## config.mk

```make
export PLATFORM = sky130hd
export DESIGN_NAME = i2c_master_byte_engine_unit_flat
export DESIGN_NICKNAME = d
export VERILOG_FILES = /design/src/rtl/i2cm_pkg.sv /design/src/rtl/i2cm_if.sv /design/src/rtl/i2cm_step.sv /design/src/rtl/i2c_master_byte_engine_unit.sv /design/src/flat_wrapper.sv
export SDC_FILE = /design/constraint.sdc
export NUM_CORES = 1
export LEC_CHECK = 0
export BUFFER_PORTS_ARGS = -buffer_cell sky130_fd_sc_hd__buf_2
export CAP_MARGIN = 20
export CORE_MARGIN = 8
export CORE_UTILIZATION = 35
export CTS_CLUSTER_DIAMETER = 80
export DETAILED_ROUTE_END_ITERATION = 12
export GPL_TIMING_DRIVEN = 0
export HOLD_SLACK_MARGIN = 0.06
export PLACE_DENSITY = 0.54
export REMOVE_ABC_BUFFERS = 1
export SYNTH_ARGS = -nofsm -noshare
export SYNTH_HDL_FRONTEND = slang
export SYNTH_SLANG_ARGS = --single-unit
```

## constraint.sdc

```tcl
create_clock -name i_clk -period 3.75 [get_ports i_clk]
set_input_delay 0.75 -clock i_clk [delete_from_list [all_inputs] [get_ports i_clk]]
set_output_delay 0.75 -clock i_clk [all_outputs]
set_load 0.01 [all_outputs]
```

## src/rtl/i2cm_pkg.sv

```systemverilog
// shared types and constants of the i2c master byte engine
`timescale 1ns / 1ps
package i2cm_pkg;

    typedef enum logic [2:0] {
        OP_TICK  = 3'd0,
        OP_START = 3'd1,
        OP_STOP  = 3'd2,
        OP_WRITE = 3'd3,
        OP_READ  = 3'd4
    } t_op;

    typedef enum logic [4:0] {
        PH_IDLE   = 5'd0,
        PH_S_A    = 5'd1,
        PH_S_B    = 5'd2,
        PH_S_C    = 5'd3,
        PH_P_A    = 5'd4,
        PH_P_B    = 5'd5,
        PH_P_C    = 5'd6,
        PH_W_PRE  = 5'd7,
        PH_W_LOW  = 5'd8,
        PH_W_DAT  = 5'd9,
        PH_W_HIGH = 5'd10,
        PH_A_LOW  = 5'd11,
        PH_A_HIGH = 5'd12,
        PH_A_POLL = 5'd13,
        PH_A_TAIL = 5'd14,
        PH_R_PRE  = 5'd15,
        PH_R_LOW  = 5'd16,
        PH_R_HIGH = 5'd17,
        PH_R_SAMP = 5'd18,
        PH_N_LOW  = 5'd19,
        PH_N_HIGH = 5'd20
    } t_phase;

    typedef struct packed {
        t_phase      phase;
        logic [2:0]  bit_index;
        logic [7:0]  tick_count;
        logic [7:0]  shift_reg;
        logic        read_last;
        logic        ack_flag;
        logic        scl_level;
        logic        sda_level;
        logic        sda_enable;
        logic [7:0]  rx_hold;
    } t_state;

    typedef struct packed {
        logic        scl;
        logic        sda_out;
        logic        sda_oe;
        logic        busy_res;
        logic        done_res;
        logic [7:0]  rx_byte;
        logic        ack_ok;
    } t_res;

    typedef struct packed {
        t_state      st;
        logic        done;
    } t_fin;

    localparam logic [7:0] ACK_TIMEOUT_RST = 8'd100;
    localparam logic [2:0] LAST_BIT        = 3'd7;

    localparam t_state STATE_RST = '{
        phase:      PH_IDLE,
        bit_index:  3'd0,
        tick_count: 8'd0,
        shift_reg:  8'd0,
        read_last:  1'b0,
        ack_flag:   1'b0,
        scl_level:  1'b0,
        sda_level:  1'b1,
        sda_enable: 1'b1,
        rx_hold:    8'd0
    };

endpackage

```

## src/rtl/i2cm_if.sv

```systemverilog
// handshake channels of the i2c master byte engine
`timescale 1ns / 1ps

interface i2cm_cmd_if;
    logic        valid;
    logic        ready;
    logic [2:0]  op;
    logic [7:0]  tx_byte;
    logic        last_read;
    logic        sda_in;
    modport source (output valid, op, tx_byte, last_read, sda_in, input ready);
    modport sink   (input valid, op, tx_byte, last_read, sda_in, output ready);
endinterface

interface i2cm_res_if;
    logic        valid;
    logic        ready;
    logic        scl;
    logic        sda_out;
    logic        sda_oe;
    logic        busy_res;
    logic        done_res;
    logic [7:0]  rx_byte;
    logic        ack_ok;
    modport source (output valid, scl, sda_out, sda_oe, busy_res, done_res, rx_byte, ack_ok,
                    input ready);
    modport sink   (input valid, scl, sda_out, sda_oe, busy_res, done_res, rx_byte, ack_ok,
                    output ready);
endinterface

interface i2cm_cfg_if;
    logic        valid;
    logic        ready;
    logic [7:0]  data;
    modport source (output valid, data, input ready);
    modport sink   (input valid, data, output ready);
endinterface

```

## src/rtl/i2cm_step.sv

```systemverilog
// next-state and result logic for one tick of the bus sequencer
`timescale 1ns / 1ps
module i2cm_step (
    input  i2cm_pkg::t_state i_cur,
    input  logic [2:0]       i_op,
    input  logic [7:0]       i_tx_byte,
    input  logic             i_last_read,
    input  logic             i_sda_in,
    input  logic [7:0]       i_ack_timeout,
    output i2cm_pkg::t_state o_nxt,
    output i2cm_pkg::t_res   o_res
);
    import i2cm_pkg::*;

    function automatic t_state f_enter(t_state s, t_phase p);
        t_state     r;
        logic [7:0] n;
        r = s;
        n = 8'd1;
        r.phase = p;
        case (p)
            PH_S_A: begin
                r.scl_level = 1'b0; r.sda_level = 1'b1; r.sda_enable = 1'b1;
            end
            PH_S_B: begin
                r.scl_level = 1'b1; n = 8'd2;
            end
            PH_S_C: begin
                r.sda_level = 1'b0; n = 8'd2;
            end
            PH_P_A: begin
                r.scl_level = 1'b0; r.sda_level = 1'b0; r.sda_enable = 1'b1;
            end
            PH_P_B: begin
                r.scl_level = 1'b1; n = 8'd2;
            end
            PH_P_C: begin
                r.sda_level = 1'b1; n = 8'd2;
            end
            PH_W_PRE: begin
                n = 8'd2;
            end
            PH_W_LOW: begin
                r.scl_level = 1'b0;
            end
            PH_W_DAT: begin
                r.sda_level = s.shift_reg[7]; r.sda_enable = 1'b1;
            end
            PH_W_HIGH: begin
                r.scl_level = 1'b1; n = 8'd4;
            end
            PH_A_LOW: begin
                r.scl_level = 1'b0;
            end
            PH_A_HIGH: begin
                r.sda_enable = 1'b0; r.scl_level = 1'b1; n = 8'd2;
            end
            PH_A_POLL: begin
                n = 8'd0;
            end
            PH_A_TAIL: begin
                n = 8'd1;
            end
            PH_R_PRE: begin
                r.scl_level = 1'b0; n = 8'd2;
            end
            PH_R_LOW: begin
                r.scl_level = 1'b0; r.sda_enable = 1'b0;
            end
            PH_R_HIGH: begin
                r.scl_level = 1'b1; n = 8'd2;
            end
            PH_R_SAMP: begin
                n = 8'd1;
            end
            PH_N_LOW: begin
                r.scl_level = 1'b0; r.sda_level = s.read_last; r.sda_enable = 1'b1;
            end
            PH_N_HIGH: begin
                r.scl_level = 1'b1; n = 8'd4;
            end
            default: begin
                r.phase = PH_IDLE; r.scl_level = 1'b0; n = 8'd0;
            end
        endcase
        r.tick_count = n;
        return r;
    endfunction

    function automatic t_fin f_finish(t_state s, logic sda);
        t_fin   f;
        t_state r;
        r = s;
        f.done = 1'b0;
        case (s.phase)
            PH_S_A:   r = f_enter(s, PH_S_B);
            PH_S_B:   r = f_enter(s, PH_S_C);
            PH_P_A:   r = f_enter(s, PH_P_B);
            PH_P_B:   r = f_enter(s, PH_P_C);
            PH_W_PRE: r = f_enter(s, PH_W_LOW);
            PH_W_LOW: r = f_enter(s, PH_W_DAT);
            PH_W_DAT: r = f_enter(s, PH_W_HIGH);
            PH_W_HIGH: begin
                r.shift_reg = {s.shift_reg[6:0], 1'b0};
                if (s.bit_index == LAST_BIT) begin
                    r.bit_index = 3'd0;
                    r = f_enter(r, PH_A_LOW);
                end else begin
                    r.bit_index = s.bit_index + 3'd1;
                    r = f_enter(r, PH_W_LOW);
                end
            end
            PH_A_LOW:  r = f_enter(s, PH_A_HIGH);
            PH_A_HIGH: r = f_enter(s, PH_A_POLL);
            PH_R_PRE:  r = f_enter(s, PH_R_LOW);
            PH_R_LOW:  r = f_enter(s, PH_R_HIGH);
            PH_R_HIGH: begin
                r.shift_reg = {s.shift_reg[6:0], sda};
                r = f_enter(r, PH_R_SAMP);
            end
            PH_R_SAMP: begin
                if (s.bit_index == LAST_BIT) begin
                    r.bit_index = 3'd0;
                    r = f_enter(r, PH_N_LOW);
                end else begin
                    r.bit_index = s.bit_index + 3'd1;
                    r = f_enter(r, PH_R_LOW);
                end
            end
            PH_N_LOW: r = f_enter(s, PH_N_HIGH);
            PH_N_HIGH: begin
                r.rx_hold = s.shift_reg;
                r = f_enter(r, PH_IDLE);
                f.done = 1'b1;
            end
            default: begin
                r = f_enter(s, PH_IDLE);
                f.done = 1'b1;
            end
        endcase
        f.st = r;
        return f;
    endfunction

    t_state v_s;
    t_fin   v_fin;
    logic   v_busy;
    logic   v_done;

    always_comb begin
        v_s    = i_cur;
        v_fin  = '{st: i_cur, done: 1'b0};
        v_done = 1'b0;
        if (v_s.phase == PH_IDLE) begin
            case (i_op)
                OP_START: begin
                    v_s.bit_index = 3'd0;
                    v_s = f_enter(v_s, PH_S_A);
                end
                OP_STOP: begin
                    v_s.bit_index = 3'd0;
                    v_s = f_enter(v_s, PH_P_A);
                end
                OP_WRITE: begin
                    v_s.bit_index = 3'd0;
                    v_s.shift_reg = i_tx_byte;
                    v_s = f_enter(v_s, PH_W_PRE);
                end
                OP_READ: begin
                    v_s.bit_index = 3'd0;
                    v_s.read_last = i_last_read;
                    v_s.shift_reg = 8'd0;
                    v_s = f_enter(v_s, PH_R_PRE);
                end
                default: begin
                    v_s = v_s;
                end
            endcase
        end
        v_busy         = (v_s.phase != PH_IDLE);
        o_res.scl      = v_s.scl_level;
        o_res.sda_out  = v_s.sda_enable & v_s.sda_level;
        o_res.sda_oe   = v_s.sda_enable;
        if (v_busy) begin
            if (v_s.phase == PH_A_POLL) begin
                if (!i_sda_in) begin
                    v_s.ack_flag = 1'b1;
                    v_s = f_enter(v_s, PH_A_TAIL);
                end else if (v_s.tick_count >= i_ack_timeout) begin
                    v_s.ack_flag = 1'b0;
                    v_s = f_enter(v_s, PH_A_TAIL);
                end else begin
                    v_s.tick_count = v_s.tick_count + 8'd1;
                end
            end else begin
                if (v_s.tick_count != 8'd0) begin
                    v_s.tick_count = v_s.tick_count - 8'd1;
                end
                if (v_s.tick_count == 8'd0) begin
                    v_fin  = f_finish(v_s, i_sda_in);
                    v_s    = v_fin.st;
                    v_done = v_fin.done;
                end
            end
        end
        o_res.busy_res = v_busy;
        o_res.done_res = v_done;
        o_res.rx_byte  = v_s.rx_hold;
        o_res.ack_ok   = v_s.ack_flag;
        o_nxt          = v_s;
    end

endmodule

```

## src/rtl/i2c_master_byte_engine_unit.sv

```systemverilog
// top level of the i2c master byte engine
`timescale 1ns / 1ps
// One command transaction is one bus tick and yields exactly one result transaction that
// describes that tick (line levels, busy, done, last received byte, last acknowledge).
// The engine takes a transaction every clock cycle unless the result side stalls: sequencer
// state and result register load when one is taken, so its result shows in the cycle after,
// and a new one is taken whenever the result register is empty or being drained. Ops other
// than start, stop, write and read, and any op that arrives while a command is running, only
// advance the bus timing. The user must write the ack_timeout register through the configuration
// channel only while the engine is idle, which the engine does not enforce; it resets to 100.
module i2c_master_byte_engine_unit (
    input  logic i_clk,
    input  logic i_rst_n,
    i2cm_cmd_if.sink   i_cmd,
    i2cm_cfg_if.sink   i_cfg,
    i2cm_res_if.source o_res
);
    import i2cm_pkg::*;

    t_state     r_state;
    t_state     n_state;
    logic [7:0] r_ack_timeout;
    logic       r_out_valid;
    t_res       r_res;
    t_res       n_res;
    logic       w_take;

    i2cm_step u_step (
        .i_cur         (r_state),
        .i_op          (i_cmd.op),
        .i_tx_byte     (i_cmd.tx_byte),
        .i_last_read   (i_cmd.last_read),
        .i_sda_in      (i_cmd.sda_in),
        .i_ack_timeout (r_ack_timeout),
        .o_nxt         (n_state),
        .o_res         (n_res)
    );

    assign i_cmd.ready = !r_out_valid || o_res.ready;
    assign i_cfg.ready = 1'b1;
    assign w_take      = i_cmd.valid && i_cmd.ready;

    always_ff @(posedge i_clk) begin
        if (!i_rst_n) begin
            r_state       <= STATE_RST;
            r_ack_timeout <= ACK_TIMEOUT_RST;
            r_out_valid   <= 1'b0;
        end else begin
            if (i_cfg.valid) begin
                r_ack_timeout <= i_cfg.data;
            end
            if (w_take) begin
                r_state     <= n_state;
                r_out_valid <= 1'b1;
            end else if (o_res.ready) begin
                r_out_valid <= 1'b0;
            end
        end
    end

    always_ff @(posedge i_clk) begin
        if (w_take) begin
            r_res <= n_res;
        end
    end

    assign o_res.valid    = r_out_valid;
    assign o_res.scl      = r_res.scl;
    assign o_res.sda_out  = r_res.sda_out;
    assign o_res.sda_oe   = r_res.sda_oe;
    assign o_res.busy_res = r_res.busy_res;
    assign o_res.done_res = r_res.done_res;
    assign o_res.rx_byte  = r_res.rx_byte;
    assign o_res.ack_ok   = r_res.ack_ok;

endmodule

```

## src/flat_wrapper.sv

```systemverilog
// flat-port wrapper written by rule: the top's interface ports become plain ports
module i2c_master_byte_engine_unit_flat import i2cm_pkg::*;
  (i_clk, i_rst_n, i_cmd_valid, i_cmd_op, i_cmd_tx_byte, i_cmd_last_read, i_cmd_sda_in, i_cmd_ready, i_cfg_valid, i_cfg_data, i_cfg_ready, o_res_valid, o_res_scl, o_res_sda_out, o_res_sda_oe, o_res_busy_res, o_res_done_res, o_res_rx_byte, o_res_ack_ok, o_res_ready);
  i2cm_cmd_if i_cmd_i ();
  i2cm_cfg_if i_cfg_i ();
  i2cm_res_if o_res_i ();
  input  logic i_clk;
  input  logic i_rst_n;
  input wire logic [$bits(i_cmd_i.valid)-1:0] i_cmd_valid;
  input wire logic [$bits(i_cmd_i.op)-1:0] i_cmd_op;
  input wire logic [$bits(i_cmd_i.tx_byte)-1:0] i_cmd_tx_byte;
  input wire logic [$bits(i_cmd_i.last_read)-1:0] i_cmd_last_read;
  input wire logic [$bits(i_cmd_i.sda_in)-1:0] i_cmd_sda_in;
  output wire logic [$bits(i_cmd_i.ready)-1:0] i_cmd_ready;
  input wire logic [$bits(i_cfg_i.valid)-1:0] i_cfg_valid;
  input wire logic [$bits(i_cfg_i.data)-1:0] i_cfg_data;
  output wire logic [$bits(i_cfg_i.ready)-1:0] i_cfg_ready;
  output wire logic [$bits(o_res_i.valid)-1:0] o_res_valid;
  output wire logic [$bits(o_res_i.scl)-1:0] o_res_scl;
  output wire logic [$bits(o_res_i.sda_out)-1:0] o_res_sda_out;
  output wire logic [$bits(o_res_i.sda_oe)-1:0] o_res_sda_oe;
  output wire logic [$bits(o_res_i.busy_res)-1:0] o_res_busy_res;
  output wire logic [$bits(o_res_i.done_res)-1:0] o_res_done_res;
  output wire logic [$bits(o_res_i.rx_byte)-1:0] o_res_rx_byte;
  output wire logic [$bits(o_res_i.ack_ok)-1:0] o_res_ack_ok;
  input wire logic [$bits(o_res_i.ready)-1:0] o_res_ready;
  assign i_cmd_i.valid = i_cmd_valid;
  assign i_cmd_i.op = i_cmd_op;
  assign i_cmd_i.tx_byte = i_cmd_tx_byte;
  assign i_cmd_i.last_read = i_cmd_last_read;
  assign i_cmd_i.sda_in = i_cmd_sda_in;
  assign i_cmd_ready = i_cmd_i.ready;
  assign i_cfg_i.valid = i_cfg_valid;
  assign i_cfg_i.data = i_cfg_data;
  assign i_cfg_ready = i_cfg_i.ready;
  assign o_res_valid = o_res_i.valid;
  assign o_res_scl = o_res_i.scl;
  assign o_res_sda_out = o_res_i.sda_out;
  assign o_res_sda_oe = o_res_i.sda_oe;
  assign o_res_busy_res = o_res_i.busy_res;
  assign o_res_done_res = o_res_i.done_res;
  assign o_res_rx_byte = o_res_i.rx_byte;
  assign o_res_ack_ok = o_res_i.ack_ok;
  assign o_res_i.ready = o_res_ready;
  i2c_master_byte_engine_unit u_core (.i_clk(i_clk), .i_rst_n(i_rst_n), .i_cmd(i_cmd_i), .i_cfg(i_cfg_i), .o_res(o_res_i));
endmodule
```

==> results of run 1 <==
[where the power goes]
part | internal, uW | switching (uW) | leakage (uW) | total, uW
Combinational | 494 | 728 | 0.00169 | 1220
Clock | 586 | 320 | 0.000156 | 906
Sequential | 703 | 62.9 | 0.000514 | 766
Total | 1780 | 1110 | 0.00236 | 2890
[cells by family (layout without fill, tap and decap cells)]
| family | count (synthesis) | after routing | synth area share, % |
|---|---|---|---|
| and+or+nand+nor | 207 | 208 | 24.3 |
| other | 1 | 1 | 0.0823 |
| AOI/OAI and AO/OA | 185 | 185 | 29.0 |
| DFF | 60 | 60 | 29.4 |
| muxes | 27 | 27 | 6.18 |
| adders and majority gates | 12 | 12 | 3.29 |
| buffers and inverters | 65 | 122 | 6.37 |
| xor gates and xnor gates | 7 | 7 | 1.35 |
[placed cells by master, fill, tap and decap left out, drive strengths merged, types with 4 or more instances in the layout]
cell type and count:
and3 9, a22oi 11, edfxtp 14, o31a 5, nand2b 4, nor4 8
o21ai 40, dfxtp 46, mux2 9, a221o 4, a211oi 7, nor2 44
or3 5, mux2i 18, buf 83, xnor2 5, ha 12, nand2 57
o211ai 7, o32a 4, clkbuf 9, a31oi 7, o221ai 7, a21oi 44
nor3b 7, nand4 10, and2 11, inv 25, o31ai 6, nand3 18
or2 5, nor3 16, a21o 13
[per-layer routing]
| metal | global-route usage (%) | part of all wire [%] |
|---|---|---|
| met3 | 3.71 | 7.0 |
| met1 | 22.1 | 42 |
| met4 | 6.49 | 2.4 |
| met2 | 30.0 | 48 |
| met5 | 0 | 0 |
[registers in the layout, summed over array words and instances, names as in the netlist]
register / count
u_core.o_res.done_res: 1
u_core.o_res.sda_oe: 1
u_core.r_ack_timeout: 8
u_core.o_res.ack_ok: 1
u_core.o_res.sda_out: 1
u_core.r_state: 37
u_core.o_res.valid: 1
u_core.o_res.scl: 1
u_core.o_res.rx_byte: 8
u_core.o_res.busy_res: 1
[cell type report]
type                    instances  area (um2)  area share [%]
clock buffers                   9         225            3.99
repair buffers                 83         547            9.70
clock inverters                 7        98.8            1.75
multi-input cells             440        3110            55.1
well taps                     172         215            3.82
inverters                      23        86.3            1.53
flip-flops and latches         60        1360            24.1
[worst max-delay path: cells and delay by family, from the launching register on]
kind | cells | cell delay, ps
AO/OA/AOI/OAI | 7 | 1600
adder cells (fa/ha/maj) | 1 | 140
buffers and inverters | 2 | 240
flip-flops | 1 | 370
AND/OR/NAND/NOR | 3 | 1150
[what timing repair did]
item / 4_1_cts / 5_1_grt
buffers inserted: 17 / 23
gates resized for setup: 26 / 21
pin swaps: 10 / 8
hold buffers: 0 / 0
cloned: 0 / 1
endpoints found under the setup margin: 46 / 42
[worst paths after layout]
path | start | to | cells past startpoint
setup / recovery | u_core.r_state[32] | u_core.r_state[20] | 13
hold / removal | u_core.r_state[19] | u_core.r_state[19] | 2
setup reg to reg | u_core.r_state[32] | u_core.r_state[20] | 13
hold reg to reg | u_core.r_state[19] | u_core.r_state[19] | 2
[through the flow]
stage / cell area, um2 / power [uW] / setup TNS, ps / utilization, %
2_1_floorplan: 4350 / 1410 / -22840 / -
3_3_place_gp: 4770 / 1680 / -67420 / 37.7
3_5_place_dp: 4800 / 1690 / -58820 / 37.9
4_1_cts: 5350 / 2740 / 0 / 42.2
5_1_grt: 5640 / 3020 / -167 / 44.5
6_report: 5640 / 2890 / 0 / 44.5
==> results.rst, run 1 <==
.. list-table::
   :header-rows: 1

   * - Metric
     - Value
   * - Final routed DRC violation total
     - 0
   * - Die Span Y
     - 130 um
   * - Average via count per standard cell
     - 6.01
   * - Routed wire per std cell
     - 19.4 um
   * - Clock latency at the later pin of the worst-skew pair
     - 330 ps
   * - Setup crit end kind
     - register
   * - Actual transition at the worst max-transition pin
     - 854 ps
   * - Final clock skew
     - 4.44 ps
   * - Class of the tightest hold or removal check
     - register to register
   * - Setup repair after global routing missed its margin
     - true
   * - Port Buffers
     - 41
   * - Area overhead of the layout relative to synthesis
     - 23.8%
   * - Commonest cells in the netlist
     - sky130_fd_sc_hd__nand2_1 (55), sky130_fd_sc_hd__dfxtp_1 (46), sky130_fd_sc_hd__a21oi_1 (43), sky130_fd_sc_hd__nor2_1 (43), sky130_fd_sc_hd__o21ai_0 (37)
   * - Antenna violations before repair
     - 0
   * - First-pass GRT wire length
     - 23900 um
   * - Inserted Diodes
     - 0
   * - Via count of the first global-routing pass
     - 4539
   * - Most common cell type on the critical path
     - sky130_fd_sc_hd__o31ai_4
   * - Worst hold slack
     - 456 ps
   * - Final max-slew violation count
     - 0
   * - Final net count
     - 655
   * - Cells along the critical path
     - or3_4 -> buf_6 -> o31ai_4 -> a211oi_4 -> inv_2 -> ha_4 -> or4b_4 -> o2bb2ai_4 -> o31ai_4 -> a41o_4 -> nand2_1 -> o41ai_2 -> a31oi_1
   * - Initial Utilization
     - 36.0%
   * - Worst slew slack as a fraction of its limit
     - 43.0%
   * - Area of the core region
     - 0.0127 mm2
   * - Worst setup slack after layout
     - 67.1 ps
   * - Total number of yosys warnings
     - 0
   * - Startpoint type of the worst setup path
     - register
   * - Power Dens Cells
     - 513 mW/mm2
   * - Share of final-layout standard cells stronger than drive strength 1
     - 24.9%
   * - Crit path kind
     - register to register
   * - Number of fillers in the final layout
     - 1307
   * - Clock Pin Slew Worst Setup and Hold Paths
     - 60 ps
   * - H-tree depth
     - 3
   * - Worst setup slack for register-to-register paths
     - 70 ps
   * - Drt initial violations
     - 365
   * - CTS root buffer
     - sky130_fd_sc_hd__clkbuf_16
   * - Static leakage power
     - 0.00236 uW
   * - Library cell contributing the largest single delay on the critical path
     - sky130_fd_sc_hd__or4b_4
   * - Post-Syn Area
     - 0.00456 mm2
   * - FF+latch count, synth
     - 60
   * - Via count of the routed design
     - 4771
   * - CTS tree
     - done
   * - Arrival @ worst endpoint
     - 3860 ps
   * - GRT Residual Overflow
     - 0
   * - Unique cell type count in the Yosys netlist
     - 90
   * - Seq/Total Area, Yosys
     - 29.4%
   * - Post-synthesis cell count
     - 564
   * - Count leader, synth
     - sky130_fd_sc_hd__nand2_1
   * - CP Data Required Time
     - 3920 ps
   * - Proportion of netlist area held by the largest area contributor
     - 20.2%
   * - Clock buffer depth
     - 2
   * - Number of enable-type register cells in the synthesized netlist
     - 14
   * - Top achievable clock speed
     - 272 MHz
   * - Max-capacitance violation count
     - 0
   * - Maximum number of pins on one net before global-route repair
     - 42
   * - CTS Sinks
     - 60
   * - Chip Width
     - 130 um
   * - Worst vdd rail ir drop
     - 240 uV
   * - Detailed-route wire length
     - 15400 um
   * - Total number of placement rows
     - 41
   * - FFs w/ async S/R, synth
     - 0%
   * - Antenna Violating Nets Remaining
     - 0
   * - Endpoints failing hold
     - 0
   * - Die footprint
     - 0.0169 mm2
   * - Post-route non-filler standard cell count
     - 794
   * - Placed Cells incl. Taps
     - 737
   * - Final weighted congestion of routability-driven global placement
     - 0.943
   * - Post-layout minimum cycle time
     - 3680 ps
   * - Result of the run
     - completed
   * - Primary flip-flop cell chosen by synthesis mapping
     - sky130_fd_sc_hd__dfxtp_1
   * - Drt first pass iters
     - 5
   * - Max stage delay on crit path
     - 480 ps
   * - Synth Area per Inst
     - 8.08 um2
   * - Worst setup timing slack at the placement stage
     - -1710 ps
   * - Ports placed on the boundary
     - 43
   * - Fin crit share
     - 98.2%
   * - Final setup violating endpoints
     - 0
   * - Total global routing track utilization
     - 17.9%
   * - Leading cell types by total area after synthesis
     - sky130_fd_sc_hd__dfxtp_1 (20%), sky130_fd_sc_hd__edfxtp_1 (9.2%), sky130_fd_sc_hd__a21oi_1 (4.7%)
   * - Cell accounting for the most synthesized area
     - sky130_fd_sc_hd__dfxtp_1
   * - Detailed Place HPWL
     - 10200 um
   * - Total clock buffers created by CTS
     - 9
   * - Critical path peak fanout
     - 7
No activity file was read; power rests on OpenSTA's default activity.
==> inputs of run 2 (changes only) <==
Settings changed: CORE_UTILIZATION 35 to 55, PLACE_DENSITY 0.54 to 0.78.
Clock period 3.75 ns to 3.2 ns, I/O delays scaled along.
==> results.rst, run 2 (synthesized netlist as in run 1, its figures left out) <==
.. list-table::
   :header-rows: 1

   * - Metric
     - Value
   * - Number of flip-flops in the largest register
     - 37
   * - Setup repair after global routing missed its margin
     - true
   * - Worst slew slack as a fraction of its limit
     - 41.9%
   * - Post-layout minimum cycle time
     - 3700 ps
   * - Antenna Violating Nets Remaining
     - 0
   * - Setup crit end kind
     - register
   * - Via count of the routed design
     - 5078
   * - Final max-slew violation count
     - 0
   * - Final weighted congestion of routability-driven global placement
     - 0.949
   * - Antenna violations before repair
     - 0
   * - Top achievable clock speed
     - 270 MHz
   * - Area of the core region
     - 0.00813 mm2
   * - Die Span Y
     - 107 um
   * - Worst vdd rail ir drop
     - 362 uV
   * - Class of the tightest hold or removal check
     - register to register
   * - Commonest cells after routing, fill and taps aside
     - sky130_fd_sc_hd__nand2_1 (50), sky130_fd_sc_hd__buf_4 (45), sky130_fd_sc_hd__buf_2 (42)
   * - Total global routing track utilization
     - 26.9%
   * - Detailed Place HPWL
     - 9870 um
   * - Endpoints failing hold
     - 0
   * - CP Data Required Time
     - 3300 ps
   * - GRT Residual Overflow
     - 0
   * - Startpoint type of the worst setup path
     - register
   * - Drt first pass iters
     - 5
   * - Routed wire per std cell
     - 21.7 um
   * - Placed Cells incl. Taps
     - 669
   * - Final clock skew
     - 15.2 ps
   * - Static leakage power
     - 0.00242 uW
   * - Maximum number of pins on one net before global-route repair
     - 42
   * - Initial Utilization
     - 56.0%
   * - Port Buffers
     - 41
   * - CTS Sinks
     - 60
   * - Worst hold path cell count
     - 2
   * - Result of the run
     - finished with violations
   * - Max-capacitance violation count
     - 0
   * - Arrival @ worst endpoint
     - 3800 ps
   * - Share of final-layout standard cells stronger than drive strength 1
     - 30.6%
   * - Chip Width
     - 107 um
   * - Clock Pin Slew Worst Setup and Hold Paths
     - 80 ps
   * - Clock buffer depth
     - 2
   * - Top reg by flops
     - u_core.r_state
   * - CTS root buffer
     - sky130_fd_sc_hd__clkbuf_8
   * - Clock latency at the later pin of the worst-skew pair
     - 350 ps
   * - Worst setup slack after layout
     - -505 ps
   * - Inserted Diodes
     - 0
   * - Actual transition at the worst max-transition pin
     - 871 ps
   * - First-pass GRT wire length
     - 25000 um
   * - Die footprint
     - 0.0115 mm2
   * - Crit path kind
     - register to register
   * - Post-route non-filler standard cell count
     - 740
   * - Final setup violating endpoints
     - 40
   * - Multi-input logic area
     - 0.00326 mm2
   * - Fraction of the core area covered by cells at the end of the flow
     - 70.5%
   * - Final net count
     - 668
   * - Total clock buffers created by CTS
     - 9
   * - Critical path peak fanout
     - 8
   * - Sequential cell area in the final layout
     - 0.00136 mm2
   * - H-tree depth
     - 3
   * - Detailed-route wire length
     - 16000 um
   * - Number of cell instances on the worst register-to-register path
     - 13
   * - Average via count per standard cell
     - 6.86
   * - Final routed DRC violation total
     - 0
   * - Total number of placement rows
     - 33
   * - Most common cell after layout, fill and taps aside
     - sky130_fd_sc_hd__nand2_1
   * - Via count of the first global-routing pass
     - 4675
   * - Violated checks
     - negative setup slack
   * - Drt initial violations
     - 610
   * - Worst setup timing slack at the placement stage
     - -2510 ps
   * - Area overhead of the layout relative to synthesis
     - 25.8%
   * - Number of fillers in the final layout
     - 623
   * - Power Dens Cells
     - 561 mW/mm2
   * - Ports placed on the boundary
     - 43
   * - CTS tree
     - done
   * - Tot Pwr
     - 3220 uW
   * - Number of hold buffers added after cts
     - 0
   * - Fin crit share
     - 116%
## run 2: final timing paths
path                      start                 endpoint  slack [ps]
max reg2reg  u_core.r_state[32]  u_core.o_res.rx_byte[7]        -500
max          u_core.r_state[32]  u_core.o_res.rx_byte[7]        -500
min reg2reg  u_core.r_state[15]       u_core.r_state[15]         470
min          u_core.r_state[15]       u_core.r_state[15]         470
## run 2: cell type report
type / count / area share (%)
clock inverters: 6 / 1.11
well taps: 105 / 2.29
multi-input cells: 439 / 56.9
flip-flops and latches: 60 / 23.7
repair buffers: 97 / 12.2
clock buffers: 10 / 2.23
inverters: 23 / 1.51
## run 2: metal layers
| layer | part of all wire, % | global-route usage (%) |
|---|---|---|
| met3 | 11 | 5.70 |
| met5 | 0 | 0 |
| met1 | 38 | 34.0 |
| met2 | 46 | 43.1 |
| met4 | 5.0 | 11.5 |
## run 2: power breakdown
part,leakage [uW],switching (uW),internal [uW]
clock network,0.0000927,330,360
logic,0.00181,951,680
registers,0.000514,73.1,823
## run 2: stage by stage
| stage | TNS, ps | hold slack (ps) | area (um2) |
|---|---|---|---|
| floorplan | -45870 | 424 | 4350 |
| global placement | -88500 | 435 | 4690 |
| detailed placement | -94600 | 445 | 4700 |
| CTS | -11290 | 462 | 5430 |
| global route | -18920 | 485 | 5730 |
| finish | -16290 | 471 | 5730 |
## run 2: critical path, stage by stage, from the launching register on
cell and delay [ps]:
sky130_fd_sc_hd__dfxtp_4 370, sky130_fd_sc_hd__or3_4 420, sky130_fd_sc_hd__buf_4 170, sky130_fd_sc_hd__nor3_4 310, sky130_fd_sc_hd__a211oi_4 70, sky130_fd_sc_hd__inv_2 120
sky130_fd_sc_hd__ha_4 140, sky130_fd_sc_hd__or4b_4 480, sky130_fd_sc_hd__o2bb2ai_4 160, sky130_fd_sc_hd__o31ai_2 260, sky130_fd_sc_hd__a41o_4 320, sky130_fd_sc_hd__and2_4 220
sky130_fd_sc_hd__nand2_8 100, sky130_fd_sc_hd__mux2_1 320
## run 2: what timing repair did
action | CTS | global route
buffers inserted | 42 | 12
pin swaps | 20 | 32
cloned | 0 | 1
setup endpoints to repair | 46 | 44
gates resized for setup | 50 | 44
